## src/rtl/lgme_pkg.sv

```systemverilog
`default_nettype none
package lgme_pkg;

  localparam int COORD_W_MAX = 8;
  localparam int QUEUE_DEPTH = 2;
  localparam int QUEUE_PW = 1;

  localparam logic [9:0] FALL_PROB_RESET = 10'd500;
  localparam logic [11:0] MISS_BASE = 12'd1000;

  localparam logic [0:0] CFG_FALL_PROB = 1'b0;
  localparam logic [0:0] CFG_MOORE = 1'b1;

  localparam logic [1:0] CELL_WALL = 2'd0;
  localparam logic [1:0] CELL_EMPTY = 2'd1;
  localparam logic [1:0] CELL_PARTICLE = 2'd2;
  localparam logic [1:0] CELL_TRACKED = 2'd3;

  localparam logic [1:0] OUT_DONE = 2'd0;
  localparam logic [1:0] OUT_BLOCKED = 2'd1;
  localparam logic [1:0] OUT_RETRY = 2'd2;

  typedef enum logic [1:0] {
    ACT_LOAD = 2'd0,
    ACT_PLACE = 2'd1,
    ACT_MOVE = 2'd2,
    ACT_READ = 2'd3
  } action_t;

  typedef enum logic [1:0] {
    STEP_NONE = 2'd0,
    STEP_LEFT = 2'd1,
    STEP_RIGHT = 2'd2
  } step_t;

  typedef enum logic [2:0] {
    ST_IDLE,
    ST_DECODE,
    ST_TARGET,
    ST_CHECK,
    ST_CLEAR,
    ST_RESULT
  } state_t;

  typedef struct packed {
    action_t action;
    logic [5:0] cell_x;
    logic [5:0] cell_y;
    logic [1:0] cell_code;
    logic [9:0] particle_id;
    logic [9:0] draw;
    logic [4:0] reinject_offset;
  } in_item_t;

  typedef struct packed {
    logic [5:0] pos_x;
    logic [5:0] pos_y;
    logic [1:0] outcome;
    logic [1:0] read_code;
  } out_item_t;

  typedef struct packed {
    action_t action;
    logic [5:0] cell_x;
    logic [5:0] cell_y;
    logic [1:0] cell_code;
    logic [9:0] particle_id;
    logic in_grid;
    logic id_ok;
    logic fall;
    step_t step;
    logic [COORD_W_MAX-1:0] reinj_x;
  } cmd_t;

endpackage
`default_nettype wire

```

## src/rtl/lgme_front.sv

```systemverilog
`default_nettype none
module lgme_front
  import lgme_pkg::*;
#(
  parameter int GRID_SIDE = 64,
  parameter int MAX_PARTICLES = 1024
) (
  input  wire logic       clk,
  input  wire logic       rst,
  input  wire logic       in_valid,
  output logic            in_stall,
  input  wire in_item_t   in_data,
  input  wire logic       cfg_valid,
  output logic            cfg_ready,
  input  wire logic [0:0] cfg_index,
  input  wire logic [9:0] cfg_data,
  input  wire logic       q_full,
  output logic            q_push,
  output cmd_t            q_entry
);

  localparam int HALF = GRID_SIDE / 2;
  localparam int QUARTER = GRID_SIDE / 4;

  logic [9:0] fall_prob;
  logic       moore;
  logic [COORD_W_MAX-1:0] reinj_tab [32];
  logic [11:0] d2;
  logic [11:0] d3;
  logic [11:0] p1;
  logic [11:0] p2;
  logic        fall;
  step_t       step;

  assign cfg_ready = 1'b1;

  always_ff @(posedge clk) begin
    if (rst) begin
      fall_prob <= FALL_PROB_RESET;
      moore <= 1'b0;
    end else if (cfg_valid && cfg_ready) begin
      unique case (cfg_index)
        CFG_FALL_PROB: fall_prob <= cfg_data;
        CFG_MOORE: moore <= cfg_data[0];
      endcase
    end
  end

  for (genvar i = 0; i < 32; i++) begin : g_reinj
    assign reinj_tab[i] = COORD_W_MAX'(i % HALF + QUARTER);
  end

  assign d2 = {1'b0, in_data.draw, 1'b0};
  assign d3 = d2 + 12'(in_data.draw);
  assign p1 = 12'(fall_prob);
  assign p2 = {1'b0, fall_prob, 1'b0};
  assign fall = in_data.draw < fall_prob;

  always_comb begin
    step = STEP_NONE;
    if (fall) begin
      if (moore && !(d3 < p1)) begin
        step = (d3 < p2) ? STEP_LEFT : STEP_RIGHT;
      end
    end else begin
      step = (d2 < MISS_BASE + p1) ? STEP_LEFT : STEP_RIGHT;
    end
  end

  assign in_stall = q_full;
  assign q_push = in_valid && !q_full;

  always_comb begin
    q_entry.action = in_data.action;
    q_entry.cell_x = in_data.cell_x;
    q_entry.cell_y = in_data.cell_y;
    q_entry.cell_code = in_data.cell_code;
    q_entry.particle_id = in_data.particle_id;
    q_entry.in_grid = (9'(in_data.cell_x) < 9'(GRID_SIDE)) &&
                      (9'(in_data.cell_y) < 9'(GRID_SIDE));
    q_entry.id_ok = 13'(in_data.particle_id) < 13'(MAX_PARTICLES);
    q_entry.fall = fall;
    q_entry.step = step;
    q_entry.reinj_x = reinj_tab[in_data.reinject_offset];
  end

endmodule
`default_nettype wire

```

## config.mk

```make
export PLATFORM = sky130hd
export DESIGN_NAME = lgme_front
export DESIGN_NICKNAME = d
export VERILOG_FILES = /design/src/rtl/lgme_pkg.sv /design/src/rtl/lgme_front.sv
export SDC_FILE = /design/constraint.sdc
export NUM_CORES = 1
export LEC_CHECK = 0
export BUFFER_PORTS_ARGS = -buffer_cell sky130_fd_sc_hd__buf_2
export CAP_MARGIN = 20
export CORE_MARGIN = 5
export CORE_UTILIZATION = 30
export CTS_CLUSTER_DIAMETER = 40
export DETAILED_ROUTE_END_ITERATION = 6
export MAX_ROUTING_LAYER = met4
export PLACE_DENSITY_LB_ADDON = 0.25
export SETUP_SLACK_MARGIN = 0.02
export SLEW_MARGIN = 20
export SYNTH_ARGS = -nofsm -noshare
export SYNTH_HDL_FRONTEND = slang
export SYNTH_SLANG_ARGS = --single-unit
export TNS_END_PERCENT = 1
```

## constraint.sdc

```tcl
create_clock -name clk -period 4 [get_ports clk]
set_input_delay 0.8 -clock clk [delete_from_list [all_inputs] [get_ports clk]]
set_output_delay 0.8 -clock clk [all_outputs]
set_load 0.1 [all_outputs]
```

# Yosys cells after proc, flatten, opt, wreduce, memory -nomap -nowiden
# Memories as Yosys holds them, arrays and structs flattened.
# Index checks and enable logic that the tools add are counted.
# Widths: inputs -> output; s select.
[totals] ff_bits=11 latch_bits=0 ramBits=0 mem_bits_ro=256 in_bits=57 output_inout_bits=42 elab_cells=24 mem_count=1
[mem_list] memory="(name not given)" words=32 word_bits=8 read_ports=1 rd_clocked_by_memory_dff=0 write_ports=0 line_no="lgme_front.sv:84" text="q_entry.reinj_x = reinj_tab[in_data.reinject_offset];"
[op_classes] add_sub_neg=2 n_mul=0 div=0 magnitude_cmp=5 n_eq_ne=0 n_shift=0 n_mux=6 bitwise_logic=2 n_reduce_logical=6
[ops] operator="$mux 8" n=2
[ops] operator="$add 11x10->12" n=1
[ops] operator="$lt 12x10->1" n=1
[ops] operator="$lt 12x11->1" n=1
[ops] operator="$add 10x10->11 const A" n=1
[ops] operator="$lt 11x11->1" n=1
[ops] operator="$lt 10x10->1" n=1
[ops] operator="$mux 2" n=4
[ops] operator="$ge 6x6->1 const B" n=1
[ops] operator="$not 5->6" n=1
[ops] operator="$reduce_and 2->1" n=2
[ops] operator="$logic_and 1x1->1" n=2
[ops] operator="$logic_not 1->1" n=2
[ops] operator="$not 1->1" n=1

# Depth between registers and ports, before layout
[depth] ltp_word=6 mapped_depth=13 mapped_depth_nobuf=13

# Worst setup path after synthesis
# Ideal clock, no wire load.
[synth_timing] path_kind="in2out" start="input in_data[5] (netlist bit)" end="output q_entry[8] (netlist bit)" arrival_ns=4.718 t_required_ns=3.200 slack_ns=-1.518 stages=13 path_buffers=0 cell_sequence="ha_1 fa_1 a21o_1 a221oi_2 o21bai_1 a21oi_1 xor2_1 ha_1 a21o_1 a21o_1 a211oi_1 nand3_1 o22ai_1"
[synth_rtl] element="start, declared" line_no="lgme_front.sv:12" text="input wire in_item_t in_data,"
[synth_rtl] element="end, declared" line_no="lgme_front.sv:19" text="output cmd_t q_entry"

==> out/metrics.yaml <==
run_status:
  outcome: "finished, violations left"
  failed_checks: "setup timing"
clocking:
  cts_buffers: 3
  clock_path_buffers: 2
  cts_max_level: 1
  clk_pin_slew_ns: 0.05
  ctsHoldBuffers: 0
  clock-sinks: 11
  clock_latency_ns: 0.23
  cts_tree: "yes"
  cts-root-buf: "clkbuf_8"
detailed_routing:
  vias: 1753
  firstDrtPassIters: 4
  wire_per_inst_um: 12.6
  wirelength_um: 4560
  drtIter0Drc: 44
  drc: 0
  ant_nets: 0
  via_per_inst: 4.84
finish:
  final_cell_mix: "46 x ha_1, 34 x buf_4, 29 x buf_2, 18 x nor2_1, 16 x a21oi_1"
  register_area_um2: 220
  final_area_mm2: 0.00243
  final_common_cell: "ha_1"
  fill_cells: 696
  drive_above_1_share_pct: 29.4
  layout.nets: 389
  multi_input_area_mm2: 0.00155
  antennaDiodeCount: 0
  synthToLayoutAreaGrowth_pct: 18.3
synthesis:
  async_flop_share_pct: 0
  yosysWarnings: 0
  synth_seq_cells: 11
  ys_seq_area_share_pct: 10.7
  synth_cells: 251
  synth.top_cells.by_area: "ha_1 29%, buf_4 14%, dfxtp_1 11%"
  synth_ff_type: "dfxtp_1"
  avgSynthCellArea_um2: 8.19
  synth.top_cell.area_share_pct: 29.2
  synth.distinct_cells: 39
  synth_top_area_cell: "ha_1"
  synth_edf_count: 0
  syn_area_mm2: 0.00206
flow_run:
  cap_violations: 0
global_route:
  grt_usage_pct: 11.1
  grt_pass1_vias: 1781
  antenna_found_initial: 0
  grt_max_degree: 18
  grt_pass1_wl_um: 7770
  overflow: 0
power:
  power_leakage_nw: 1.30
  power_density_mw_per_mm2: 254
  ir_drop_mv: 0.205
timing:
  period_share_pct: 115
  tns_ns: -1.11
  fin_ws_ns: -0.587
  hold_viol: 0
  min_period_ns: 4.59
  timing.hold.ws_ns: 0.520
  finalSetupViolCount: 2
  fmax_mhz: 218
  fin_skew_ns: 0
  slew_violations: 0
  rsz0062_at_grt: "true"
worst_setup_path:
  path_max_fanout: 3
  cp.arrival_ns: 3.79
  start_kind: "input pin"
  path_class: "input pin to output port"
  critPathRequiredTime_ns: 3.20
  end_kind: "output port"
placement:
  dpl.hpwl_um: 4030
  place_congestion: 0.833
  place_worst_setup_slack_ns: -0.812
  io_buffers: 33
  placed_area_mm2: 0.00232
floorplanning:
  std_cell_rows: 30
  initial_core_util_pct: 30.6
  die_y_um: 92.8
  die-area_mm2: 0.00861
  coreArea_mm2: 0.00672
  die_x_um: 92.8
  ios: 99
worst_hold_path:
  hold_class: "flop to flop"
[per-layer routing]
metal	track usage, %	up-vias	routed length, µm
met5	-	-	0
met4	4.76	0	148
met3	1.14	15	216
met2	18.1	45	2040
met1	13.9	769	2160
li1	-	924	-
[through the flow]
step	instances	utilization (%)	power, mW
after global routing	362	36.2	0.680
after CTS	362	36.2	0.626
final	362	36.2	0.619
after floorplan	254	-	0.535
after global placement	356	34.6	0.496
after detailed placement	356	34.6	0.501
[sequential cells by signal (all words and copies together) (netlist names)]
register	cells
fall_prob	10
moore	1
[cell families (layout without fill, tap and decap cells)]
group	after synthesis	in the layout	share of synthesized area, %
DFF	11	11	10.7
and+or+nand+nor	55	55	13.5
adders and majority gates	49	49	30.2
buffers and inverters	57	85	17.8
other	2	5	0.365
AOI/OAI and AO/OA	64	64	21.9
xor gates and xnor gates	12	12	5.11
muxes	1	1	0.487
[where the power goes]
group	total (mW)	internal, mW	switching, mW
registers	0.121	0.116	0.00486
clock network	0.108	0.0696	0.0380
logic	0.390	0.168	0.222
[worst max-delay path: stages]
cell      delay, ns
buf_8          0.10
ha_4           0.15
fa_2           0.35
a21o_1         0.22
a221oi_2       0.28
o21bai_1       0.09
a21oi_1        0.17
xor2_1         0.22
buf_4          0.15
ha_4           0.18
a21o_1         0.16
a21o_1         0.17
a211oi_2       0.18
nand3_1        0.15
o22ai_4        0.19
buf_12         0.19
[final timing paths]
check	from	to	slack (ns)	cells after the start
max reg2reg	fall_prob[8]	fall_prob[8]	3.02	3
max	in_data[6]	q_entry[8]	-0.59	16
min reg2reg	moore	moore	0.52	2
min	moore	moore	0.52	2
[area by class of cell]
cell class / instances / area share (%)
multi-input cells: 186 / 63.6
flip-flops and latches: 11 / 9.05
well taps: 80 / 4.12
repair buffers: 67 / 19.2
clock buffers: 4 / 1.85
inverters: 14 / 2.16
[what timing repair did]
action	4_1_cts	5_1_grt
gates resized for setup	10	1
endpoints found under the setup margin	2	2
pin swaps	16	0
buffers inserted	2	0
[Yosys cell counts, types with 2 or more instances]
library cell and instances:
o21a_1 2, ha_1 48, a211oi_1 3, nand2b_1 2
inv_1 14, a31oi_1 3, a21o_1 15, o31ai_1 2
dfxtp_1 11, xnor2_1 7, o22ai_1 2, a21oi_1 16
nor2b_1 4, clkbuf_1 3, and3_1 6, nand3_1 6
nand4_1 6, buf_4 38, o31a_1 2, nor3_1 2
nor2_1 18, o21ai_0 5, nand2_1 8, conb_1 2
a211o_1 8, xor2_1 5
(Power assumes the default switching activity.)
