### src/rtl/lgme_pkg.sv
`default_nettype none
package lgme_pkg;

  localparam int COORD_W_MAX = 8;
  localparam int QUEUE_DEPTH = 2;
  localparam int QUEUE_PW = 1;

  localparam logic [9:0] FALL_PROB_RESET = 10'd500;
  localparam logic [11:0] MISS_BASE = 12'd1000;

  localparam logic [0:0] CFG_FALL_PROB = 1'b0;
  localparam logic [0:0] CFG_MOORE = 1'b1;

  localparam logic [1:0] CELL_WALL = 2'd0;
  localparam logic [1:0] CELL_EMPTY = 2'd1;
  localparam logic [1:0] CELL_PARTICLE = 2'd2;
  localparam logic [1:0] CELL_TRACKED = 2'd3;

  localparam logic [1:0] OUT_DONE = 2'd0;
  localparam logic [1:0] OUT_BLOCKED = 2'd1;
  localparam logic [1:0] OUT_RETRY = 2'd2;

  typedef enum logic [1:0] {
    ACT_LOAD = 2'd0,
    ACT_PLACE = 2'd1,
    ACT_MOVE = 2'd2,
    ACT_READ = 2'd3
  } action_t;

  typedef enum logic [1:0] {
    STEP_NONE = 2'd0,
    STEP_LEFT = 2'd1,
    STEP_RIGHT = 2'd2
  } step_t;

  typedef enum logic [2:0] {
    ST_IDLE,
    ST_DECODE,
    ST_TARGET,
    ST_CHECK,
    ST_CLEAR,
    ST_RESULT
  } state_t;

  typedef struct packed {
    action_t action;
    logic [5:0] cell_x;
    logic [5:0] cell_y;
    logic [1:0] cell_code;
    logic [9:0] particle_id;
    logic [9:0] draw;
    logic [4:0] reinject_offset;
  } in_item_t;

  typedef struct packed {
    logic [5:0] pos_x;
    logic [5:0] pos_y;
    logic [1:0] outcome;
    logic [1:0] read_code;
  } out_item_t;

  typedef struct packed {
    action_t action;
    logic [5:0] cell_x;
    logic [5:0] cell_y;
    logic [1:0] cell_code;
    logic [9:0] particle_id;
    logic in_grid;
    logic id_ok;
    logic fall;
    step_t step;
    logic [COORD_W_MAX-1:0] reinj_x;
  } cmd_t;

endpackage
`default_nettype wire

### src/rtl/lgme_queue.sv
`default_nettype none
module lgme_queue
  import lgme_pkg::*;
(
  input  wire logic clk,
  input  wire logic rst,
  input  wire logic push,
  input  wire cmd_t entry,
  output logic      full,
  output logic      empty,
  input  wire logic pop,
  output cmd_t      head
);

  cmd_t slots [QUEUE_DEPTH];
  logic [QUEUE_PW-1:0] wr_ptr;
  logic [QUEUE_PW-1:0] rd_ptr;
  logic [QUEUE_PW:0]   count;

  assign full = count == (QUEUE_PW + 1)'(QUEUE_DEPTH);
  assign empty = count == '0;
  assign head = slots[rd_ptr];

  always_ff @(posedge clk) begin
    if (push) begin
      slots[wr_ptr] <= entry;
    end
  end

  always_ff @(posedge clk) begin
    if (rst) begin
      wr_ptr <= '0;
      rd_ptr <= '0;
      count <= '0;
    end else begin
      if (push) begin
        wr_ptr <= wr_ptr + 1'b1;
      end
      if (pop) begin
        rd_ptr <= rd_ptr + 1'b1;
      end
      if (push && !pop) begin
        count <= count + 1'b1;
      end else if (pop && !push) begin
        count <= count - 1'b1;
      end
    end
  end

endmodule
`default_nettype wire

### config.mk
export PLATFORM = sky130hd
export DESIGN_NAME = lgme_queue
export DESIGN_NICKNAME = d
export VERILOG_FILES = /design/src/rtl/lgme_pkg.sv /design/src/rtl/lgme_queue.sv
export SDC_FILE = /design/constraint.sdc
export NUM_CORES = 1
export LEC_CHECK = 0
export ABC_AREA = 0
export CELL_PAD_IN_SITES_DETAIL_PLACEMENT = 1
export CELL_PAD_IN_SITES_GLOBAL_PLACEMENT = 2
export CORE_ASPECT_RATIO = 2
export CORE_MARGIN = 8
export CORE_UTILIZATION = 45
export CTS_BUF_LIST = sky130_fd_sc_hd__clkbuf_4 sky130_fd_sc_hd__clkbuf_8 sky130_fd_sc_hd__clkbuf_16
export CTS_CLUSTER_SIZE = 14
export DETAILED_ROUTE_END_ITERATION = 7
export DONT_BUFFER_PORTS = 1
export PLACE_DENSITY_LB_ADDON = 0.1
export SLEW_MARGIN = 40
export SYNTH_ARGS = -nofsm -noshare
export SYNTH_HDL_FRONTEND = slang
export SYNTH_SLANG_ARGS = --single-unit
### constraint.sdc
create_clock -name clk -period 6.35 [get_ports clk]
set_clock_uncertainty 0.15 [all_clocks]
set_input_delay 0.9525 -clock clk [delete_from_list [all_inputs] [get_ports clk]]
set_output_delay 0.9525 -clock clk [all_outputs]
set_load 0.005 [all_outputs]
# Yosys cells after proc, flatten, opt, wreduce, memory -nomap -nowiden
# Memories as Yosys holds them, arrays and structs flattened. A register that Yosys moved wholly into a read port is not among the register bits.
# Cells that the tools add are included.
[word_totals]
wordCells = 21
n_memories = 1
output_inout_bits = 41
input_bits = 43
mem_bits_rw = 78
reg_bits = 4
[classes]
n_mux = 6
n_reduce_logical = 6
n_addsub = 4
n_eq_ne = 1
[mem_list]
columns = ["name", "words", "width", "rd", "rd_clocked_by_memory_dff", "wr", "line", "source"]
rows = [
  ["slots", 2, 39, 1, 1, 1, "lgme_queue.sv:15", "cmd_t slots [QUEUE_DEPTH];"],
]
[ops]
columns = ["operator", "n"]
rows = [
  ["1-bit 2-to-1 mux", 4],
  ["2-bit 2-to-1 mux", 2],
  ["1-bit adder, second input constant", 2],
  ["2-bit by 1-bit adder with 2-bit output, second input constant", 1],
  ["2-bit equality test, second input constant", 1],
  ["1-bit logical AND", 2],
  ["1-bit zero test", 2],
  ["2-bit zero test", 1],
  ["2-bit nonzero test", 1],
  ["2-bit by 1-bit subtractor with 2-bit output, second input constant", 1],
]

# Longest topological paths before layout
# Gate-level depths: netlist (run 1).
[depth]
ltp_word = 4
depth_mapped = 5

# Least setup slack after synthesis (run 1)
# No wires, ideal clock.
[synth_timing]
kind = "input to register"
start = "in push"
end = "mem slots[0][0] (netlist bit), enable pin"
required_time_ns = 5.760
t_arrival_ns = 2.699
cell_stages = 1
path_slack_ns = 3.061
n_path_buf = 0
cell_sequence = "nor2b_1"
[synth_via]
elab_chain_len = 2
[synth_lines]
columns = ["element", "line", "source"]
rows = [
  ["from (decl)", "lgme_queue.sv:7", "input wire logic push,"],
  ["1-bit 2-to-1 mux", "lgme_queue.sv:25", "if (push) begin"],
  ["1-bit 2-to-1 mux (not written as such)", "lgme_queue.sv:26", "slots[wr_ptr] <= entry;"],
  ["to (decl)", "lgme_queue.sv:15", ""],
]
# No other way between the ends.

==> summary.txt, run 1 <==
Final layout
  – Post-route insts no fill: between 200 and 250
  – Commonest non-fill, non-tap cell in the layout: edfxtp_1
  – Most frequent cells in the layout: edfxtp_1, mux2_2, clkbuf_16
  – Area Growth Syn to Fin: 13.56%
  – Finished Cell Area: between 3000 and 4000 um^2
  – Number of fill cells: between 500 and 600
  – Final nets: 196
  – # diodes: 0
  – Layout cells sized above 1: roughly two fifths

Worst setup path
  – CP max-delay cell: dfxtp_4
  – CP delay by family, top: flip-flops
  – Critical-path cell list: mux2_2
  – Startpoint types: register
  – Critical path buffers and inverters: 0
  – CP max stage delay: ~0.67 ns
  – Crit. End Element: output port
  – Crit path DAT: around 1.5 ns
  – CP required: approximately 5.3 ns
  – Critical path class: reg -> out
  – Max FO, Critical Path: 39

STA
  – Final Max Slew Viols: 0
  – Final setup fails: 0
  – Final worst slack: 3.801 ns
  – Setup Total Neg Slack: 0 ns
  – Least-Margin Pin Slew: approximately 0.54 ns
  – Fin crit period: 2.549 ns
  – Hold Vio Cnt, Final: 0
  – RSZ-0062 raised after global routing: no
  – FMAX: between 0.3 and 0.4 GHz
  – Slew margin rel.: about 64%
  – Ratio of final minimum period to clock period: approximately two fifths

Logic synthesis
  – Main area contributors after synthesis: edfxtp_1, mux2_2, dfxtp_1, nor2_1, xnor2_1
  – Async SR Flop Fraction: 0%
  – Yosys cell types: 17
  – Number of synthesized flops with an enable pin: between 70 and 80
  – Syn Inst Count: roughly 140
  – Ys Warns: 0
  – Ys flop type: edfxtp_1
  – Mapped Nets: between 150 and 200
  – Area leader, netlist: edfxtp_1
  – Register area share after synthesis: 80.93%
  – Mapped Area: roughly 3000 um^2
  – Yosys reg bits: 83
  – Post-synth top area share: between 70% and 80%
  – Mapped Avg Cell Area: between 20 and 25 um^2

Global route
  – Gr usage total: between 10% and 20%
  – First-pass GRT wire length: roughly 8000 um
  – Initial antenna violation count: 0
  – GRT overflow: 0
  – Largest net degree at the start of global routing: 40
  – M3 GR Usage: under 10%
  – GR peak layer: met2
  – Met2 GRT Util: a little over a fifth
  – Met1 Usage GRT: under 10%
  – Vias in the first global route: approximately 1,500

Clock network
  – CTS Hold Bufs: 0
  – Clock sink count: 83
  – Root Buffer: clkbuf_16
  – Post-CTS Setup Bufs: 0
  – CTS clk-pin slew, worst paths: about 0.06 ns
  – CTS buffer count: 9
  – H-tree Lvls: 3
  – Clock buffer depth: 2
  – Worst skew pair latency: 0.33 ns
  – CTS tree: yes
  – # resized after CTS: 0

Outcome
  – Status: complete, no violations

Route
  – Post-route DRC violation count: 0
  – DRT antenna net count: 0
  – Final wirelength: between 5000 and 6000 um
  – Vias after detailed routing: ~1,300
  – Avg Vias per Cell: 5.180
  – Drt wl/cell: 22.27 um
  – Drt pass-1 iters: 2
  – Iteration-0 DRC Markers: 77

Flow run
  – Max Cap Viol: 0

Die
  – Die Width: approximately 74 um
  – Initial Util: about 46%
  – Die H: 131.8 um
  – Core area: 6569 um^2
  – Row count: 42
  – # IOs: 84
  – Die area: a little under 10,000 um^2

Placement
  – Place WS: 4.119 ns
  – PortBufs: 0
  – Routability Congestion: 0.6506
  – Placed wire-length estimate: 3738 um
  – Placed cell area: between 3000 and 4000 um^2
  – DP Cell Count: approximately 230

Pwr
  – Power Dens Cells: approximately 360 nW/um^2
  – PnR Total Power: 0.001217 W
  – Peak supply drop: between 0.2 and 0.3 mV
  – Static Leak: 1.140 nW

Worst hold path
  – Hold Crit Class: reg -> reg
[registers in the layout (all words and copies together), names as in the netlist, named ones only]
register and flops:
slots 78, wr_ptr 1, rd_ptr 1, count 2
[per-stage QoR]
step                utilization, %  hold WS, ns
finish                       52.17       0.3656
global route                 52.17       0.4215
floorplan                        -       0.3114
global placement             47.33       0.3266
detailed placement           47.85       0.3609
CTS                          52.17       0.3769
[metal layers]
metal,share of wire (%),vias up
met3,11,8
met2,58,56
met4,2.2,0
met1,28,638
met5,0,-
li1,-,567
[power by group]
part	internal, W	switching (W)	total (W)
registers	0.000638	0.0000188	0.000656
logic	0.0000370	0.0000374	0.0000744
clock network	0.000299	0.000187	0.000486
total	0.000974	0.000243	0.00122
[final cells by class]
type	instances	area [um^2]	area share [%]
Clock inverter	7	58.81	1.716
Timing Repair Buffer	2	30.03	0.8762
Inverter	1	3.754	0.1095
Tap cell	88	110.1	3.213
Multi-Input combinational cell	55	553.0	16.14
Sequential cell	83	2446	71.38
Clock buffer	9	225.2	6.572
[synthesized netlist by cell type (2+ instances only)]
library cell and instances:
buf_2 2, dfxtp_1 5, nor2_1 5, xor2_1 2
xnor2_1 2, edfxtp_1 78, mux2_2 39
[path summary, 6_finish.rpt]
path	slack [ns]	startpoint	cells after the start	endpoint
setup / recovery	3.80	register	1	head[26]
hold / removal	0.37	rd_ptr	2	rd_ptr
hold reg to reg	0.37	rd_ptr	2	rd_ptr
setup reg to reg	4.87	wr_ptr	1	slots[1][33]
[cell families after synthesis]
kind of cell	Yosys count	share of synthesized area, %
adder cells (fa/ha/maj)	1	0.4145
AO/OA/AOI/OAI	2	0.3314
XOR/XNOR	4	1.161
multiplexers	39	14.55
buffers and inverters	5	1.078
AND/OR/NAND/NOR	9	1.535
flip-flops	83	80.93
Note: power is estimated with default switching activity, not from simulation.
==> run 2: changes to the inputs <==
--- a/config.mk
+++ b/config.mk
@@ -10,7 +10,7 @@
 export CELL_PAD_IN_SITES_GLOBAL_PLACEMENT = 2
 export CORE_ASPECT_RATIO = 2
 export CORE_MARGIN = 8
-export CORE_UTILIZATION = 45
+export CORE_UTILIZATION = 44
 export CTS_BUF_LIST = sky130_fd_sc_hd__clkbuf_4 sky130_fd_sc_hd__clkbuf_8 sky130_fd_sc_hd__clkbuf_16
 export CTS_CLUSTER_SIZE = 14
 export DETAILED_ROUTE_END_ITERATION = 7
==> constraint.sdc (replaced) <==
create_clock -name clk -period 2.55 [get_ports clk]
set_clock_uncertainty 0.15 [all_clocks]
set_input_delay 0.3825 -clock clk [delete_from_list [all_inputs] [get_ports clk]]
set_output_delay 0.3825 -clock clk [all_outputs]
set_load 0.005 [all_outputs]
==> run 2 against run 1 <==
Net effect: sequential share of layout area decreased by 8.5 points; worst hold slack lost 0.30 ns; flip-flop and latch count did not move; global-route usage fell by 0.22 points; wire length is 2.5% lower; via count increased by 12%.
==> summary.txt, run 2 (same netlist as run 1, synthesis figures left out) <==
Pwr
  – Peak supply drop: 0.5744 mV (+120%)
  – Power Dens Cells: 825.1 nW/um^2 (+130%)
  – Static Leak: 1.317 nW (+16%)

Clock network
  – CTS tree: yes
  – H-tree Lvls: 3 (unchanged)
  – CTS clk-pin slew, worst paths: 0.05 ns (about the same)
  – CTS buffer count: 9 (unchanged)
  – Worst skew pair latency: 0.33 ns (about the same)
  – Root Buffer: clkbuf_16
  – Post-CTS Setup Bufs: 0 (unchanged)
  – Clock buffer depth: 2 (unchanged)
  – Clock sink count: 83 (unchanged)

Die
  – Row count: 43 (+2.4%)
  – Die H: 133.1 um (+0.99%)
  – Die area: 9925 um^2 (+1.9%)
  – Initial Util: 44.52% (-1.4 points)
  – Die Width: 74.56 um (+0.89%)
  – Core area: 6779 um^2 (+3.2%)
  – # IOs: 84 (unchanged)

Worst setup path
  – Startpoint types: register
  – Critical path class: reg -> out
  – CP max-delay cell: dfxtp_2
  – Critical path buffers and inverters: 1 (+1)
  – R2r setup slk: 0.97 ns (-3.90 ns)
  – Max FO, Critical Path: 21 (-46%)
  – Crit. End Element: output port
  – CP required: 2.02 ns (-3.23 ns)
  – Critical-path cell list: buf_12, mux2_2
  – CP max stage delay: 0.62 ns (-0.05 ns)
  – CP delay by family, top: flip-flops
  – Crit path DAT: 1.57 ns (+0.12 ns)

Global route
  – Initial antenna violation count: 0 (unchanged)
  – Largest net degree at the start of global routing: 24 (-40%)
  – GR peak layer: met2
  – GRT overflow: 0 (unchanged)
  – First-pass GRT wire length: 8328 um (+4.0%)
  – M3 GR Usage: 8.358% (+0.58 points)
  – Met2 GRT Util: 18.39% (-2.6 points)
  – Vias in the first global route: 1,598 (+8.7%)
  – Gr usage total: 11.72% (-0.22 points)
  – Met1 Usage GRT: 10.80% (+1.7 points)

Final layout
  – Area Growth Syn to Fin: 28.69%
  – Most frequent cells in the layout: edfxtp_1, dlygate4sd3_1, mux2_2
  – Commonest non-fill, non-tap cell in the layout: edfxtp_1
  – Top reg by flops: slots
  – Final nets: 237 (+21%)
  – Number of fill cells: 598 (+3.8%)
  – Largest register FFs: 78 (unchanged)
  – Largest registers: slots x78, count x2
  – # diodes: 0 (unchanged)
  – Layout cells sized above 1: 30.46% (-7.8 points)

STA
  – FMAX: about 0.48 GHz
  – Final setup fails: 0 (unchanged)
  – RSZ-0062 raised after global routing: no
  – Ratio of final minimum period to clock period: between 80 and 90%
  – Fin crit period: 2.102 ns
  – Setup Total Neg Slack: 0 ns (unchanged)
  – Slew margin rel.: 63.93% (-0.11 points)
  – Hold Vio Cnt, Final: 0 (unchanged)
  – Final Max Slew Viols: 0 (unchanged)
  – Final worst slack: 0.4480 ns (-3.353 ns)
  – Least-Margin Pin Slew: 0.5399 ns (+0.0005748 ns)

Route
  – Avg Vias per Cell: 4.930 (-4.8%)
  – Drt pass-1 iters: 4 (+2)
  – Vias after detailed routing: 1,415 (+12%)
  – DRT antenna net count: 0 (unchanged)
  – Drt wl/cell: 18.54 um (-17%)
  – Iteration-0 DRC Markers: 73 (-5.2%)
  – Final wirelength: 5321 um (-2.5%)
  – Post-route DRC violation count: 0 (unchanged)

Placement
  – Routability Congestion: 0.6311 (-3.0%)
  – Place WS: 0.7466 ns (-3.373 ns)
  – Placed wire-length estimate: 3469 um (-7.2%)
  – PortBufs: 0 (unchanged)

Flow run
  – Max Cap Viol: 0 (unchanged)

Outcome
  – Status: complete, no violations

Worst hold path
  – Hold Crit Class: in -> reg
[run 2: cell count changes in the layout (fill, tap and decap cells not counted)]
cell	delta
clkinv_2	-5
and2_2	+1
clkbuf_4	+1
and2_4	-1
bufinv_16	+1
clkinvlp_4	+2
dfxtp_2	+1
dlygate4sd3_1	+40
buf_8	-2
dfxtp_4	-1
buf_12	+3
[run 2: power breakdown]
group / internal (W) / total, W / switching (W) / leakage (nW)
sequential: 0.00159 / 0.00162 / 0.0000348 / 0.774
combinational: 0.000140 / 0.000260 / 0.000120 / 0.397
clock: 0.000858 / 0.00132 / 0.000464 / 0.146
[run 2: layout make-up]
class	count	area, um^2	share of cell area [%]
well taps	90	112.6	2.899
clock inverters	5	78.83	2.030
clock buffers	10	232.7	5.992
inverters	1	3.754	0.09665
repair buffers	43	460.4	11.86
multi-input cells	55	551.8	14.21
flip-flops and latches	83	2444	62.92
[run 2: worst register-to-register path: stages (launching register included)]
cell and delay, ns:
dfxtp_1 0.40, and2_2 0.47, buf_12 0.25
[run 2: timing repair]
action	in CTS	in global routing
hold buffers	40	0
endpoints found under the hold margin	83	0
resized for setup	0	0
[run 2: path summary, 6_finish.rpt]
path,from,to,cells after the start
max,register,head[33],2
min,push,wr_ptr,2
max reg2reg,wr_ptr,slots[1][27],2
min reg2reg,count[1],count[1],2
[run 2: per-layer routing]
metal	part of all wire [%]	up-vias
met1	33	694
met4	2.2	0
met2	52	59
met3	13	8
met5	0	-
li1	-	654
[run 2: through the flow]
| stage | power, W | hold slack [ns] | cell area (um^2) | util [%] | std cells |
|---|---|---|---|---|---|
| 2_1_floorplan | 0.001799 | 0.3016 | 3020 | - | 143 |
| 3_3_place_gp | 0.001857 | 0.3031 | 3172 | 46.79 | 232 |
| 3_5_place_dp | 0.001862 | 0.3037 | 3172 | 46.79 | 232 |
| 4_1_cts | 0.003259 | 0.05202 | 3884 | 57.29 | 287 |
| 5_1_grt | 0.003333 | 0.05687 | 3884 | 57.29 | 287 |
| 6_report | 0.003204 | 0.06121 | 3884 | 57.29 | 287 |
==> run 3: changes to the inputs <==
==> constraint.sdc (replaced) <==
create_clock -name clk -period 2 [get_ports clk]
set_clock_uncertainty 0.15 [all_clocks]
set_input_delay 0.3 -clock clk [delete_from_list [all_inputs] [get_ports clk]]
set_output_delay 0.3 -clock clk [all_outputs]
set_load 0.005 [all_outputs]
==> run 3 against run 2 <==
Net effect: flip-flop and latch count is the same; via count grew 1.1%; die area is the same; first-iteration DRC count decreased by 68%; worst setup slack worse by 0.27 ns; register-to-register slack worse by 0.34 ns; combinational power rose by 33%; critical path depth unchanged; design area is 0.42% lower; sequential share of layout area increased by 0.26 points; clock-buffer cell count is 5 higher; wire length up 1.4%; critical endpoint is now head[18]; largest cell class unchanged.
==> summary.txt, run 3 (same netlist as run 1, synthesis figures left out) <==
Final layout
  – Area Growth Syn to Fin: 28.15%
  – Largest register FFs: 78 (unchanged)
  – Finished Cell Area: 3867 um^2 (-0.42%)
  – # diodes: 0 (unchanged)
  – Largest registers: slots x78, count x2
  – Layout cells sized above 1: 31.37% (+0.92 points)
  – Most frequent cells in the layout: edfxtp_1, dlygate4sd3_1, mux2_2
  – Final nets: 243 (+2.5%)
  – Commonest non-fill, non-tap cell in the layout: edfxtp_1
  – Number of fill cells: 603 (+0.84%)
  – Top reg by flops: slots

Placement
  – Placed wire-length estimate: 3399 um (-2.0%)
  – Routability Congestion: 0.6610 (+4.7%)
  – PortBufs: 0 (unchanged)
  – Placed cell area: 3157 um^2 (-0.47%)

Global route
  – First-pass GRT wire length: 8135 um (-2.3%)
  – Largest net degree at the start of global routing: 25 (+4.2%)
  – Vias in the first global route: 1,562 (-2.3%)
  – Initial antenna violation count: 0 (unchanged)
  – Gr usage total: 11.60% (-0.12 points)
  – GRT overflow: 0 (unchanged)

Route
  – Post-route DRC violation count: 0 (unchanged)
  – Drt pass-1 iters: 4 (unchanged)
  – Iteration-0 DRC Markers: 23 (-68%)
  – Final wirelength: 5395 um (+1.4%)
  – Drt wl/cell: 18.35 um (-1.0%)
  – DRT antenna net count: 0 (unchanged)
  – Vias after detailed routing: 1,431 (+1.1%)
  – Avg Vias per Cell: 4.867 (-1.3%)

Worst setup path
  – Max FO, Critical Path: 24 (+14%)
  – CP required: 1.55 ns (-0.47 ns)
  – Critical path class: reg -> out
  – Crit path DAT: 1.37 ns (-0.20 ns)
  – Startpoint types: register
  – Crit. End Element: output port

Clock network
  – CTS tree: yes
  – Root Buffer: clkbuf_16
  – Clock buffer depth: 2 (unchanged)
  – CTS clk-pin slew, worst paths: 0.05 ns (about the same)
  – Clock sink count: 83 (unchanged)
  – Worst skew pair latency: 0.32 ns (about the same)
  – # resized after CTS: 0 (unchanged)
  – H-tree Lvls: 3 (unchanged)
  – Post-CTS Setup Bufs: 0 (unchanged)
  – CTS buffer count: 9 (unchanged)

Pwr
  – Static Leak: 1.333 nW (+1.2%)
  – Peak supply drop: 0.7466 mV (+30%)
  – PnR Total Power: 0.003891 W (+21%)
  – Power Dens Cells: 1006 nW/um^2 (+22%)

Die
  – # IOs: 84 (unchanged)
  – Die area: 9925 um^2 (unchanged)
  – Row count: 43 (unchanged)
  – Die H: 133.1 um (unchanged)
  – Initial Util: 44.52% (unchanged)
  – Core area: 6779 um^2 (unchanged)
  – Die Width: 74.56 um (unchanged)

STA
  – RSZ-0062 raised after global routing: no
  – Final setup fails: 0 (unchanged)
  – Ratio of final minimum period to clock period: 90.97%
  – Least-Margin Pin Slew: 0.3188 ns (-0.2211 ns)
  – Hold Vio Cnt, Final: 0 (unchanged)
  – Fin crit period: 1.819 ns
  – Setup Total Neg Slack: 0 ns (unchanged)
  – Slew margin rel.: 78.75% (+15 points)
  – Final Max Slew Viols: 0 (unchanged)
  – FMAX: about 0.55 GHz

Worst hold path
  – Hold Crit Class: in -> reg

Flow run
  – Max Cap Viol: 0 (unchanged)

Outcome
  – Status: complete, no violations
run 3: cell types whose count changed in the layout (fill, tap and decap cells not counted), sizes merged:
cell	change
clkinvlp	-2
bufinv	-2
clkbuf	+5
dlygate4sd3	+3
buf	+3
run 3: power breakdown:
group	internal, W	total, W	switching, W
registers	0.00202	0.00206	0.0000304
clock network	0.000939	0.00149	0.000551
logic	0.000177	0.000346	0.000169
total	0.00314	0.00389	0.000750
run 3: final timing paths:
kind	from	end	slack, ns	cells past startpoint
setup / recovery	register	head[18]	0.18	2
hold / removal	push	count[0]	0.17	3
setup reg to reg	rd_ptr	register	0.63	3
hold reg to reg	count[1]	count[1]	0.37	2
run 3: stage by stage:
stage | cells | utilization [%] | worst slack (ns) | hold WS, ns
6_report | 294 | 57.05 | 0.1806 | 0.1664
5_1_grt | 294 | 57.05 | 0.1045 | 0.1941
4_1_cts | 294 | 57.05 | 0.1322 | 0.1645
3_5_place_dp | 235 | 46.57 | 0.4937 | 0.2230
3_3_place_gp | 235 | 46.57 | 0.4983 | 0.2205
2_1_floorplan | 143 | - | 0.07878 | 0.2191
run 3: critical path: stages (launching register included):
cell and delay [ns]:
dfxtp_2 0.32, buf_4 0.31, mux2_2 0.41
run 3: final cells by class:
cell class | count | area [um^2] | share of cell area (%)
Sequential cell | 83 | 2444 | 63.18
Multi-Input combinational cell | 55 | 551.8 | 14.27
Timing Repair Buffer | 49 | 475.5 | 12.29
Clock buffer | 15 | 276.5 | 7.150
Tap cell | 90 | 112.6 | 2.912
Clock inverter | 1 | 3.754 | 0.09706
Inverter | 1 | 3.754 | 0.09706
run 3: layer usage:
metal	global-route usage, %	vias up	share of wire (%)
li1	-	663	-
met1	11.48	699	36
met2	17.56	60	50
met3	7.756	9	12
met4	6.264	0	2.2
met5	0	-	0
run 3: timing repair:
| action | 4_1_cts | 5_1_grt |
|---|---|---|
| setup endpoints to repair | 0 | 0 |
| hold buffers | 43 | 0 |
| endpoints found under the hold margin | 83 | 0 |
